## config.mk

```make
export PLATFORM = sky130hd
export DESIGN_NAME = calendar_date_offset_core_flat
export DESIGN_NICKNAME = d
export VERILOG_FILES = /design/src/rtl/cdo_pkg.sv /design/src/rtl/cdo_req_if.sv /design/src/rtl/cdo_res_if.sv /design/src/rtl/cdo_alu.sv /design/src/rtl/cdo_seq.sv /design/src/rtl/calendar_date_offset_core.sv /design/src/flat_wrapper.sv
export SDC_FILE = /design/constraint.sdc
export NUM_CORES = 1
export LEC_CHECK = 0
export BUFFER_PORTS_ARGS = -buffer_cell sky130_fd_sc_hd__buf_4
export CAP_MARGIN = 40
export CORE_MARGIN = 8
export CORE_UTILIZATION = 44
export DETAILED_ROUTE_END_ITERATION = 10
export MAX_ROUTING_LAYER = met4
export PLACE_DENSITY_LB_ADDON = 0.3
export SETUP_SLACK_MARGIN = 0.5
export SYNTH_ARGS = -nofsm -noshare
export SYNTH_HDL_FRONTEND = slang
export SYNTH_SLANG_ARGS = --single-unit
```

## constraint.sdc

```tcl
create_clock -name i_clk -period 6.6 [get_ports i_clk]
set_clock_uncertainty 0.1 [all_clocks]
set_input_delay 0.33 -clock i_clk [delete_from_list [all_inputs] [get_ports i_clk]]
set_output_delay 0.33 -clock i_clk [all_outputs]
set_load 0.02 [all_outputs]
```

## src/rtl/cdo_pkg.sv

```systemverilog
package cdo_pkg;

    localparam int unsigned MAX_SHIFT = 4095;

    localparam int unsigned W_MODE  = 3;
    localparam int unsigned W_DAY   = 5;
    localparam int unsigned W_MONTH = 4;
    localparam int unsigned W_YEAR  = 16;
    localparam int unsigned W_AMT   = 12;
    localparam int unsigned W_ALU   = W_YEAR + 1;
    localparam int unsigned W_REM   = 9;
    localparam int unsigned W_QUO   = 9;
    localparam int unsigned W_STEP  = 4;

    localparam logic [W_AMT-1:0]  C_MAX_SHIFT = W_AMT'(MAX_SHIFT);
    localparam logic [W_YEAR-1:0] C_YEAR_MAX  = {W_YEAR{1'b1}};
    localparam logic [W_YEAR-1:0] C_YEAR_MIN  = '0;
    localparam logic [W_ALU-1:0]  C_Y400      = W_ALU'(400);
    localparam logic [W_ALU-1:0]  C_M12       = W_ALU'(12);
    localparam logic [W_REM-1:0]  C_REM_LAST  = W_REM'(399);
    localparam logic [W_STEP-1:0] C_RED_TOP   = W_STEP'(7);
    localparam logic [W_STEP-1:0] C_DIV_TOP   = W_STEP'(8);
    localparam logic [W_DAY-1:0]  C_DAY_FIRST = W_DAY'(1);
    localparam logic [W_DAY-1:0]  C_DAY_LAST  = W_DAY'(31);
    localparam logic [W_DAY-1:0]  C_MON_SPAN  = W_DAY'(12);

    // Operation codes
    localparam logic [W_MODE-1:0] MODE_ADD_DAYS   = 3'd0;
    localparam logic [W_MODE-1:0] MODE_SUB_DAYS   = 3'd1;
    localparam logic [W_MODE-1:0] MODE_ADD_MONTHS = 3'd2;
    localparam logic [W_MODE-1:0] MODE_SUB_MONTHS = 3'd3;
    localparam logic [W_MODE-1:0] MODE_ADD_YEARS  = 3'd4;
    localparam logic [W_MODE-1:0] MODE_SUB_YEARS  = 3'd5;

    localparam logic [W_MONTH-1:0] M_JAN = 4'd1;
    localparam logic [W_MONTH-1:0] M_FEB = 4'd2;
    localparam logic [W_MONTH-1:0] M_APR = 4'd4;
    localparam logic [W_MONTH-1:0] M_JUN = 4'd6;
    localparam logic [W_MONTH-1:0] M_SEP = 4'd9;
    localparam logic [W_MONTH-1:0] M_NOV = 4'd11;
    localparam logic [W_MONTH-1:0] M_DEC = 4'd12;

    typedef struct packed {
        logic [W_MODE-1:0]  mode;
        logic [W_DAY-1:0]   day;
        logic [W_MONTH-1:0] month;
        logic [W_YEAR-1:0]  year;
        logic [W_AMT-1:0]   amount;
    } t_req;

    typedef struct packed {
        logic [W_DAY-1:0]   day;
        logic [W_MONTH-1:0] month;
        logic [W_YEAR-1:0]  year;
        logic               err;
    } t_res;

    typedef struct packed {
        logic [W_ALU-1:0] a;
        logic [W_ALU-1:0] b;
        logic             sub;
    } t_alu_op;

    typedef struct packed {
        logic idle;
        logic done;
    } t_seq_stat;

    // Leap test from the year mod 400; year zero is never leap.
    function automatic logic f_is_leap(input logic y_nz, input logic [1:0] y_lo,
                                       input logic [W_REM-1:0] rem);
        logic cent;
        cent = (rem == W_REM'(100)) || (rem == W_REM'(200)) || (rem == W_REM'(300));
        return y_nz && ((rem == '0) || (!cent && (y_lo == 2'd0)));
    endfunction

    function automatic logic [W_DAY-1:0] f_month_len(input logic [W_MONTH-1:0] m,
                                                     input logic leap);
        logic [W_DAY-1:0] len;
        case (m)
            M_FEB: len = leap ? W_DAY'(29) : W_DAY'(28);
            M_APR, M_JUN, M_SEP, M_NOV: len = W_DAY'(30);
            default: len = C_DAY_LAST;
        endcase
        return len;
    endfunction

endpackage

```

## src/rtl/cdo_req_if.sv

```systemverilog
interface cdo_req_if;
    logic                        valid;
    logic                        ready;
    logic [cdo_pkg::W_MODE-1:0]  mode;
    logic [cdo_pkg::W_DAY-1:0]   day_in;
    logic [cdo_pkg::W_MONTH-1:0] month_in;
    logic [cdo_pkg::W_YEAR-1:0]  year_in;
    logic [cdo_pkg::W_AMT-1:0]   amount;

    modport source (output valid, mode, day_in, month_in, year_in, amount, input ready);
    modport sink (input valid, mode, day_in, month_in, year_in, amount, output ready);
endinterface

```

## src/rtl/cdo_res_if.sv

```systemverilog
interface cdo_res_if;
    logic                        valid;
    logic                        ready;
    logic [cdo_pkg::W_DAY-1:0]   day_out;
    logic [cdo_pkg::W_MONTH-1:0] month_out;
    logic [cdo_pkg::W_YEAR-1:0]  year_out;
    logic                        range_error;

    modport source (output valid, day_out, month_out, year_out, range_error, input ready);
    modport sink (input valid, day_out, month_out, year_out, range_error, output ready);
endinterface

```

## src/rtl/cdo_alu.sv

```systemverilog
module cdo_alu (
    input  cdo_pkg::t_alu_op              i_op,
    output logic [cdo_pkg::W_ALU-1:0]     o_sum,
    output logic                          o_carry
);

    logic [cdo_pkg::W_ALU:0] w_sum;

    // Two's complement add or subtract; on subtract, carry set means a >= b.
    assign w_sum = {1'b0, i_op.a} + {1'b0, i_op.b ^ {cdo_pkg::W_ALU{i_op.sub}}}
                 + (cdo_pkg::W_ALU+1)'(i_op.sub);
    assign o_sum   = w_sum[cdo_pkg::W_ALU-1:0];
    assign o_carry = w_sum[cdo_pkg::W_ALU];

endmodule

```

## src/rtl/cdo_seq.sv

```systemverilog
module cdo_seq (
    input  logic                          i_clk,
    input  logic                          i_rst_n,
    input  logic                          i_start,
    input  cdo_pkg::t_req                 i_req,
    input  logic                          i_take,
    output cdo_pkg::t_seq_stat            o_stat,
    output cdo_pkg::t_res                 o_res,
    output cdo_pkg::t_alu_op              o_alu_op,
    input  logic [cdo_pkg::W_ALU-1:0]     i_alu_sum,
    input  logic                          i_alu_carry
);

    typedef enum logic [3:0] {
        S_IDLE, S_RED, S_CLAMP, S_INIT, S_WALK_UP, S_WALK_DN,
        S_DIV, S_MON, S_YEAR, S_DONE
    } t_state;

    t_state                          r_state, n_state;
    logic [cdo_pkg::W_MODE-1:0]      r_mode, n_mode;
    logic [cdo_pkg::W_DAY-1:0]       r_d, n_d;
    logic [cdo_pkg::W_MONTH-1:0]     r_m, n_m;
    logic [cdo_pkg::W_YEAR-1:0]      r_y, n_y;
    logic [cdo_pkg::W_AMT-1:0]       r_amt, n_amt;
    logic [cdo_pkg::W_REM-1:0]       r_rem, n_rem;
    logic [cdo_pkg::W_ALU-1:0]       r_v, n_v;
    logic [cdo_pkg::W_STEP-1:0]      r_k, n_k;
    logic [cdo_pkg::W_QUO-1:0]       r_q, n_q;
    logic                            r_err, n_err;
    logic                            r_second, n_second;

    logic                            w_leap_cur;
    logic [cdo_pkg::W_DAY-1:0]       w_len_cur;
    logic [cdo_pkg::W_MONTH-1:0]     w_dn_m;
    logic [cdo_pkg::W_YEAR-1:0]      w_dn_y;
    logic [cdo_pkg::W_REM-1:0]       w_dn_rem;
    logic [cdo_pkg::W_DAY-1:0]       w_dn_len;
    logic [cdo_pkg::W_REM-1:0]       w_clamp_rem;
    logic [cdo_pkg::W_DAY-1:0]       w_clamp_len;
    logic [cdo_pkg::W_DAY-1:0]       w_mon_lo;
    logic                            w_is_add;
    logic                            w_is_month;

    assign w_is_add   = !r_mode[0];
    assign w_is_month = (r_mode == cdo_pkg::MODE_ADD_MONTHS)
                     || (r_mode == cdo_pkg::MODE_SUB_MONTHS);

    assign w_leap_cur = cdo_pkg::f_is_leap(r_y != cdo_pkg::C_YEAR_MIN, r_y[1:0], r_rem);
    assign w_len_cur  = cdo_pkg::f_month_len(r_m, w_leap_cur);

    // Month before the current one, with year and mod-400 borrow.
    always_comb begin
        if (r_m == cdo_pkg::M_JAN) begin
            w_dn_m   = cdo_pkg::M_DEC;
            w_dn_y   = r_y - cdo_pkg::W_YEAR'(1);
            w_dn_rem = (r_rem == '0) ? cdo_pkg::C_REM_LAST : r_rem - cdo_pkg::W_REM'(1);
        end else begin
            w_dn_m   = r_m - cdo_pkg::W_MONTH'(1);
            w_dn_y   = r_y;
            w_dn_rem = r_rem;
        end
    end

    assign w_dn_len = cdo_pkg::f_month_len(w_dn_m,
        cdo_pkg::f_is_leap(w_dn_y != cdo_pkg::C_YEAR_MIN, w_dn_y[1:0], w_dn_rem));

    assign w_clamp_rem = r_v[cdo_pkg::W_REM-1:0];
    assign w_clamp_len = cdo_pkg::f_month_len(r_m,
        cdo_pkg::f_is_leap(r_y != cdo_pkg::C_YEAR_MIN, r_y[1:0], w_clamp_rem));

    assign w_mon_lo = i_alu_sum[cdo_pkg::W_DAY-1:0];

    always_comb begin
        o_alu_op.a   = r_v;
        o_alu_op.b   = '0;
        o_alu_op.sub = 1'b0;
        case (r_state)
            S_RED: begin
                o_alu_op.b   = cdo_pkg::C_Y400 << r_k;
                o_alu_op.sub = 1'b1;
            end
            S_INIT: begin
                o_alu_op.a   = cdo_pkg::W_ALU'(r_d);
                o_alu_op.b   = cdo_pkg::W_ALU'(r_amt);
                o_alu_op.sub = !w_is_add;
            end
            S_WALK_UP: begin
                o_alu_op.b   = cdo_pkg::W_ALU'(w_len_cur);
                o_alu_op.sub = 1'b1;
            end
            S_WALK_DN: begin
                o_alu_op.b   = cdo_pkg::W_ALU'(w_dn_len);
            end
            S_DIV: begin
                o_alu_op.b   = cdo_pkg::C_M12 << r_k;
                o_alu_op.sub = 1'b1;
            end
            S_MON: begin
                o_alu_op.a   = cdo_pkg::W_ALU'(r_m - cdo_pkg::W_MONTH'(1));
                o_alu_op.b   = cdo_pkg::W_ALU'(r_v[cdo_pkg::W_MONTH-1:0]);
                o_alu_op.sub = !w_is_add;
            end
            S_YEAR: begin
                o_alu_op.a   = cdo_pkg::W_ALU'(r_y);
                o_alu_op.b   = w_is_month ? cdo_pkg::W_ALU'(r_q) : cdo_pkg::W_ALU'(r_amt);
                o_alu_op.sub = !w_is_add;
            end
            default: ;
        endcase
    end

    always_comb begin
        n_state  = r_state;
        n_mode   = r_mode;
        n_d      = r_d;
        n_m      = r_m;
        n_y      = r_y;
        n_amt    = r_amt;
        n_rem    = r_rem;
        n_v      = r_v;
        n_k      = r_k;
        n_q      = r_q;
        n_err    = r_err;
        n_second = r_second;
        case (r_state)
            S_IDLE: begin
                if (i_start) begin
                    n_mode = i_req.mode;
                    if (i_req.month == '0) begin
                        n_m = cdo_pkg::M_JAN;
                    end else if (i_req.month > cdo_pkg::M_DEC) begin
                        n_m = cdo_pkg::M_DEC;
                    end else begin
                        n_m = i_req.month;
                    end
                    n_d      = (i_req.day == '0) ? cdo_pkg::C_DAY_FIRST : i_req.day;
                    n_y      = i_req.year;
                    n_amt    = (i_req.amount > cdo_pkg::C_MAX_SHIFT) ? cdo_pkg::C_MAX_SHIFT
                                                                     : i_req.amount;
                    n_v      = cdo_pkg::W_ALU'(i_req.year);
                    n_k      = cdo_pkg::C_RED_TOP;
                    n_err    = 1'b0;
                    n_second = 1'b0;
                    n_state  = S_RED;
                end
            end
            // Restoring reduction of the year mod 400, one shifted divisor per cycle.
            S_RED: begin
                if (i_alu_carry) begin
                    n_v = i_alu_sum;
                end
                if (r_k == '0) begin
                    n_state = S_CLAMP;
                end else begin
                    n_k = r_k - cdo_pkg::W_STEP'(1);
                end
            end
            S_CLAMP: begin
                n_rem = w_clamp_rem;
                if (r_d > w_clamp_len) begin
                    n_d = w_clamp_len;
                end
                if (r_second) begin
                    n_state = S_DONE;
                end else begin
                    case (r_mode)
                        cdo_pkg::MODE_ADD_DAYS, cdo_pkg::MODE_SUB_DAYS: begin
                            n_state = S_INIT;
                        end
                        cdo_pkg::MODE_ADD_MONTHS, cdo_pkg::MODE_SUB_MONTHS: begin
                            n_v     = cdo_pkg::W_ALU'(r_amt);
                            n_k     = cdo_pkg::C_DIV_TOP;
                            n_q     = '0;
                            n_state = S_DIV;
                        end
                        cdo_pkg::MODE_ADD_YEARS, cdo_pkg::MODE_SUB_YEARS: begin
                            n_state = S_YEAR;
                        end
                        default: n_state = S_DONE;
                    endcase
                end
            end
            S_INIT: begin
                n_v     = i_alu_sum;
                n_state = w_is_add ? S_WALK_UP : S_WALK_DN;
            end
            // Remaining days exceed this month: drop its length and advance a month.
            S_WALK_UP: begin
                if (i_alu_carry && (i_alu_sum != '0)) begin
                    n_v = i_alu_sum;
                    if (r_m == cdo_pkg::M_DEC) begin
                        if (r_y == cdo_pkg::C_YEAR_MAX) begin
                            n_err   = 1'b1;
                            n_d     = cdo_pkg::C_DAY_LAST;
                            n_state = S_DONE;
                        end else begin
                            n_m   = cdo_pkg::M_JAN;
                            n_y   = r_y + cdo_pkg::W_YEAR'(1);
                            n_rem = (r_rem == cdo_pkg::C_REM_LAST) ? '0
                                                                   : r_rem + cdo_pkg::W_REM'(1);
                        end
                    end else begin
                        n_m = r_m + cdo_pkg::W_MONTH'(1);
                    end
                end else begin
                    n_d     = r_v[cdo_pkg::W_DAY-1:0];
                    n_state = S_DONE;
                end
            end
            // Day count below one: step back a month and add its length.
            S_WALK_DN: begin
                if (!r_v[cdo_pkg::W_ALU-1] && (r_v != '0)) begin
                    n_d     = r_v[cdo_pkg::W_DAY-1:0];
                    n_state = S_DONE;
                end else if ((r_m == cdo_pkg::M_JAN) && (r_y == cdo_pkg::C_YEAR_MIN)) begin
                    n_err   = 1'b1;
                    n_d     = cdo_pkg::C_DAY_FIRST;
                    n_state = S_DONE;
                end else begin
                    n_v   = i_alu_sum;
                    n_m   = w_dn_m;
                    n_y   = w_dn_y;
                    n_rem = w_dn_rem;
                end
            end
            // Amount / 12, restoring, one quotient bit per cycle.
            S_DIV: begin
                if (i_alu_carry) begin
                    n_v      = i_alu_sum;
                    n_q[r_k] = 1'b1;
                end
                if (r_k == '0) begin
                    n_state = S_MON;
                end else begin
                    n_k = r_k - cdo_pkg::W_STEP'(1);
                end
            end
            S_MON: begin
                if (w_is_add) begin
                    if (w_mon_lo >= cdo_pkg::C_MON_SPAN) begin
                        n_m = cdo_pkg::W_MONTH'(w_mon_lo - cdo_pkg::C_MON_SPAN) + cdo_pkg::M_JAN;
                        n_q = r_q + cdo_pkg::W_QUO'(1);
                    end else begin
                        n_m = cdo_pkg::W_MONTH'(w_mon_lo) + cdo_pkg::M_JAN;
                    end
                end else begin
                    if (i_alu_sum[cdo_pkg::W_ALU-1]) begin
                        n_m = cdo_pkg::W_MONTH'(w_mon_lo + cdo_pkg::C_MON_SPAN) + cdo_pkg::M_JAN;
                        n_q = r_q + cdo_pkg::W_QUO'(1);
                    end else begin
                        n_m = cdo_pkg::W_MONTH'(w_mon_lo) + cdo_pkg::M_JAN;
                    end
                end
                n_state = S_YEAR;
            end
            S_YEAR: begin
                n_k      = cdo_pkg::C_RED_TOP;
                n_second = 1'b1;
                n_state  = S_RED;
                n_y      = i_alu_sum[cdo_pkg::W_YEAR-1:0];
                n_v      = i_alu_sum;
                if (i_alu_sum[cdo_pkg::W_ALU-1]) begin
                    n_err = 1'b1;
                    n_y   = w_is_add ? cdo_pkg::C_YEAR_MAX : cdo_pkg::C_YEAR_MIN;
                    n_v   = cdo_pkg::W_ALU'(n_y);
                    if (w_is_month) begin
                        // Month shift out of range pins the whole date.
                        n_m     = w_is_add ? cdo_pkg::M_DEC : cdo_pkg::M_JAN;
                        n_d     = w_is_add ? cdo_pkg::C_DAY_LAST : cdo_pkg::C_DAY_FIRST;
                        n_state = S_DONE;
                    end
                end
            end
            S_DONE: begin
                if (i_take) begin
                    n_state = S_IDLE;
                end
            end
            default: n_state = S_IDLE;
        endcase
    end

    always_ff @(posedge i_clk) begin
        if (!i_rst_n) begin
            r_state <= S_IDLE;
        end else begin
            r_state <= n_state;
        end
        r_mode   <= n_mode;
        r_d      <= n_d;
        r_m      <= n_m;
        r_y      <= n_y;
        r_amt    <= n_amt;
        r_rem    <= n_rem;
        r_v      <= n_v;
        r_k      <= n_k;
        r_q      <= n_q;
        r_err    <= n_err;
        r_second <= n_second;
    end

    // Error in a day walk pins the whole date to the range end.
    always_comb begin
        o_res.day   = r_d;
        o_res.month = r_m;
        o_res.year  = r_y;
        o_res.err   = r_err;
        if (r_err && !w_is_month && (r_mode[2:1] == 2'b00)) begin
            o_res.month = w_is_add ? cdo_pkg::M_DEC : cdo_pkg::M_JAN;
            o_res.year  = w_is_add ? cdo_pkg::C_YEAR_MAX : cdo_pkg::C_YEAR_MIN;
        end
    end

    assign o_stat.idle = (r_state == S_IDLE);
    assign o_stat.done = (r_state == S_DONE);

endmodule

```

## src/rtl/calendar_date_offset_core.sv

```systemverilog
// Gregorian date offset engine.
// Request channel i_req carries mode, day_in, month_in, year_in and amount;
// result channel o_res carries day_out, month_out, year_out and range_error.
// Both use valid/ready; a transfer happens when both are high at a clock edge.
// One request is worked at a time: i_req.ready is high only while the
// sequencer is idle and reset is released. A shared 17-bit add/subtract unit does the main sums.
// Each request first has its year reduced mod 400 and its day clamped to the
// month. Day shifts then walk the date one month boundary at a time; month
// shifts divide the amount by 12, restoring; year shifts go to the year sum.
// Month and year shifts then reduce the new year again and clamp the day;
// a month shift out of range pins the date instead. Modes 6 and 7 return
// the normalized input date.
// The result sits in an output register; a new request is taken while it
// waits, and the sequencer holds the next result until the register drains.
// Synchronous active-low reset returns the sequencer to idle and clears the output valid.
module calendar_date_offset_core (
    input  logic      i_clk,
    input  logic      i_rst_n,
    cdo_req_if.sink   i_req,
    cdo_res_if.source o_res
);

    cdo_pkg::t_req                 w_req;
    cdo_pkg::t_res                 w_res;
    cdo_pkg::t_seq_stat            w_stat;
    cdo_pkg::t_alu_op              w_alu_op;
    logic [cdo_pkg::W_ALU-1:0]     w_alu_sum;
    logic                          w_alu_carry;
    logic                          w_take;

    logic                          r_ovalid;
    cdo_pkg::t_res                 r_out;

    assign w_req.mode   = i_req.mode;
    assign w_req.day    = i_req.day_in;
    assign w_req.month  = i_req.month_in;
    assign w_req.year   = i_req.year_in;
    assign w_req.amount = i_req.amount;

    assign i_req.ready = w_stat.idle && i_rst_n;
    assign w_take      = !r_ovalid || o_res.ready;

    cdo_alu u_alu (
        .i_op    (w_alu_op),
        .o_sum   (w_alu_sum),
        .o_carry (w_alu_carry)
    );

    cdo_seq u_seq (
        .i_clk       (i_clk),
        .i_rst_n     (i_rst_n),
        .i_start     (i_req.valid),
        .i_req       (w_req),
        .i_take      (w_take),
        .o_stat      (w_stat),
        .o_res       (w_res),
        .o_alu_op    (w_alu_op),
        .i_alu_sum   (w_alu_sum),
        .i_alu_carry (w_alu_carry)
    );

    always_ff @(posedge i_clk) begin
        if (!i_rst_n) begin
            r_ovalid <= 1'b0;
        end else if (w_stat.done && w_take) begin
            r_ovalid <= 1'b1;
        end else if (o_res.ready) begin
            r_ovalid <= 1'b0;
        end
        if (w_stat.done && w_take) begin
            r_out <= w_res;
        end
    end

    assign o_res.valid       = r_ovalid;
    assign o_res.day_out     = r_out.day;
    assign o_res.month_out   = r_out.month;
    assign o_res.year_out    = r_out.year;
    assign o_res.range_error = r_out.err;

endmodule

```

## src/flat_wrapper.sv

```systemverilog
// flat-port wrapper written by rule: the top's interface ports become plain ports
module calendar_date_offset_core_flat 
  (i_clk, i_rst_n, i_req_valid, i_req_mode, i_req_day_in, i_req_month_in, i_req_year_in, i_req_amount, i_req_ready, o_res_valid, o_res_day_out, o_res_month_out, o_res_year_out, o_res_range_error, o_res_ready);
  cdo_req_if i_req_i ();
  cdo_res_if o_res_i ();
  input  logic i_clk;
  input  logic i_rst_n;
  input wire logic [$bits(i_req_i.valid)-1:0] i_req_valid;
  input wire logic [$bits(i_req_i.mode)-1:0] i_req_mode;
  input wire logic [$bits(i_req_i.day_in)-1:0] i_req_day_in;
  input wire logic [$bits(i_req_i.month_in)-1:0] i_req_month_in;
  input wire logic [$bits(i_req_i.year_in)-1:0] i_req_year_in;
  input wire logic [$bits(i_req_i.amount)-1:0] i_req_amount;
  output wire logic [$bits(i_req_i.ready)-1:0] i_req_ready;
  output wire logic [$bits(o_res_i.valid)-1:0] o_res_valid;
  output wire logic [$bits(o_res_i.day_out)-1:0] o_res_day_out;
  output wire logic [$bits(o_res_i.month_out)-1:0] o_res_month_out;
  output wire logic [$bits(o_res_i.year_out)-1:0] o_res_year_out;
  output wire logic [$bits(o_res_i.range_error)-1:0] o_res_range_error;
  input wire logic [$bits(o_res_i.ready)-1:0] o_res_ready;
  assign i_req_i.valid = i_req_valid;
  assign i_req_i.mode = i_req_mode;
  assign i_req_i.day_in = i_req_day_in;
  assign i_req_i.month_in = i_req_month_in;
  assign i_req_i.year_in = i_req_year_in;
  assign i_req_i.amount = i_req_amount;
  assign i_req_ready = i_req_i.ready;
  assign o_res_valid = o_res_i.valid;
  assign o_res_day_out = o_res_i.day_out;
  assign o_res_month_out = o_res_i.month_out;
  assign o_res_year_out = o_res_i.year_out;
  assign o_res_range_error = o_res_i.range_error;
  assign o_res_i.ready = o_res_ready;
  calendar_date_offset_core u_core (.i_clk(i_clk), .i_rst_n(i_rst_n), .i_req(i_req_i), .o_res(o_res_i));
endmodule
```

==> metrics.cfg <==
[cells_and_area]
area_delta_synth_final_pct = 21.3
final_core_util_pct = 54.5
final_layout_size_suffix_gt1_share_pct = 22.5
diodes = 0
fillers = 2020
nNetsFinal = 1355

[floorplanning]
coreArea_sq_um = 21900
rows = 54
initial_core_util_pct = 45.0
ios = 72
dieArea_sq_um = 27400
fp.dieH_um = 166
die_w_um = 166

[timing]
fmax_mhz = 163
period_share_pct = 93.1
hold_viol_final = 0
finalSetupTns_ps = 0
relSlewSlack_pct = 35.6
setup_violations = 0
finalMaxSlewViolations = 0
rsz0062_at_grt = true
worst_pin_slew_ps = 956
final.min_clock_period_ps = 6150

[logic_synthesis]
synthFlopType = edfxtp_1
avgSynthCellArea_sq_um = 8.54
yosysSeqAreaShare_pct = 33.7
yosys_warnings = 0
synth_top_area_share_pct = 32.6
synth_nets = 1237
synth_area_leaders = edfxtp_1 (33%), ha_1 (5.0%), a21oi_1 (4.2%)
synth_edf_count = 107
synthCells = 1153
ys_types = 101
async_flop_share_pct = 0
synth_top_area_cell = edfxtp_1
syn_area_sq_um = 9850
yosys-top-cells-count = edfxtp_1 (107), nand2_1 (103), nor2_1 (100), a21oi_1 (82), o21ai_0 (79)
yosysMostFrequentCell = edfxtp_1
synth_seq_cells = 112

[routing]
drc = 0
vias_per_cell = 6.47
dr.max_layer_used = met4
wl_per_cell_um = 23.2
m1WireLength_um = 14700
drt_iter0_markers = 1034
postRouteAntennaNets = 0
firstDrtPassIters = 5
vias = 10100
wl_met2_um = 17200
routed-wl-met3_um = 2920
wirelength_um = 36200

[clock_tree]
clk_latency_ps = 370
cts_tree = done
clock-sinks = 112
cts.clk_slew.worst_paths_ps = 90
cts_buffers = 9
clockBufferDepth = 2
cts_root_buf = clkbuf_16
cts_max_level = 3

[global_route]
grt_usage_pct = 26.6
grt_start_max_net_pins = 27
grt_overflow_total = 0
grt_pass1_wl_um = 54800
grt_pass1_vias = 9370
antenna_found_initial = 0

[critical_path]
crit_fanout = 7
reg2reg_depth = 25
start_kind = register
cpMaxStageDelayCell = or4b_4
critical_path_required_ps = 6630
arrival_ps = 6180
worst-setup-path-type = reg -> reg
critPathMaxStageDelay_ps = 520
crit_path_end_kind = register

[min_path]
holdPathStages = 1
min_path_type = in -> reg

[place]
post-dp-hpwl_um = 28100
port_buffers = 71
gp_congestion = 0.999

[flow_run]
maxCapViolations = 0

[outcome]
outcome = complete, no violations

## worst paths after layout
check	start	to	slack (ps)
hold reg to reg	u_core.u_seq.r_d[1]	u_core.o_res.day_out[1]	400
setup reg to reg	u_core.u_seq.r_m[1]	u_core.u_seq.r_v[9]	450
hold / removal	i_req_amount[1]	u_core.u_seq.r_amt[1]	30
setup / recovery	u_core.u_seq.r_m[1]	u_core.u_seq.r_v[9]	450
## final cells by class
cell class	instances	area [sq um]	area share [%]
well taps	280	350	2.93
clock inverters	7	52.6	0.440
clock buffers	9	225	1.89
repair buffers	200	1540	12.9
inverters	41	154	1.29
multi-input cells	907	6300	52.8
flip-flops and latches	112	3310	27.8
## cell families (layout without fill, tap and decap cells)
family | count (synthesis) | after routing | synth area share, %
fa+ha+maj | 40 | 40 | 5.16
xor+xnor | 59 | 59 | 5.32
mux | 7 | 7 | 0.737
compound gates | 403 | 403 | 29.4
flops | 112 | 112 | 33.7
simple gates | 398 | 398 | 20.5
buf+inv | 134 | 257 | 5.21
## critical path: cells and delay by family, from the launching register on
family                   cells  cell delay [ps]
flip-flops                   1              430
buffers and inverters        4              470
AND/OR/NAND/NOR              7             1700
adder cells (fa/ha/maj)      2              520
AO/OA/AOI/OAI               12             2710
## through the flow
step                std cells  setup slack, ps  hold WS (ps)  area (sq um)
floorplan                1153              500           329          9950
global placement         1513              298           393         11200
detailed placement       1514              199           391         11200
CTS                      1536              501          26.8         11600
global route             1556              261          24.9         11900
finish                   1556              452          34.6         11900
## per-layer routing
| layer | global-route usage [%] | up-vias |
|---|---|---|
| met5 | - | - |
| met4 | 9.78 | 0 |
| met3 | 3.72 | 80 |
| met2 | 42.7 | 527 |
| met1 | 33.6 | 4833 |
| li1 | - | 4625 |
## state kept, by name, indices dropped and copies added (netlist names), 3 cells and up
name                    flops
u_core.o_res.day_out        5
u_core.u_seq.r_rem          9
u_core.o_res.year_out      16
u_core.o_res.month_out      4
u_core.u_seq.r_v           17
u_core.u_seq.r_m            4
u_core.u_seq.r_k            4
u_core.u_seq.r_d            5
u_core.u_seq.r_q            9
u_core.u_seq.r_amt         12
u_core.u_seq.r_mode         3
u_core.u_seq.r_y           16
u_core.u_seq.r_state        4
## cell usage in the layout (no fill, tap or decap), drive strengths merged, types with 13 or more instances in the layout
cell,instances
a21o,36
a21oi,84
a221o,28
a22oi,19
a31oi,21
and3,19
buf,200
edfxtp,107
ha,39
inv,42
nand2,105
nand3,40
nor2,101
nor2b,16
nor3,30
nor4,13
o21ai,81
xnor2,39
xor2,20
## what timing repair did
item	4_1_cts	5_1_grt
setup buffers	6	19
resized for setup	9	27
pin swaps	10	10
gates cloned	0	1
setup endpoints to repair	61	97
hold buffers	0	0
Power is not shown: default switching activity piles up to over one toggle a cycle in this logic, so the estimate is an artifact.
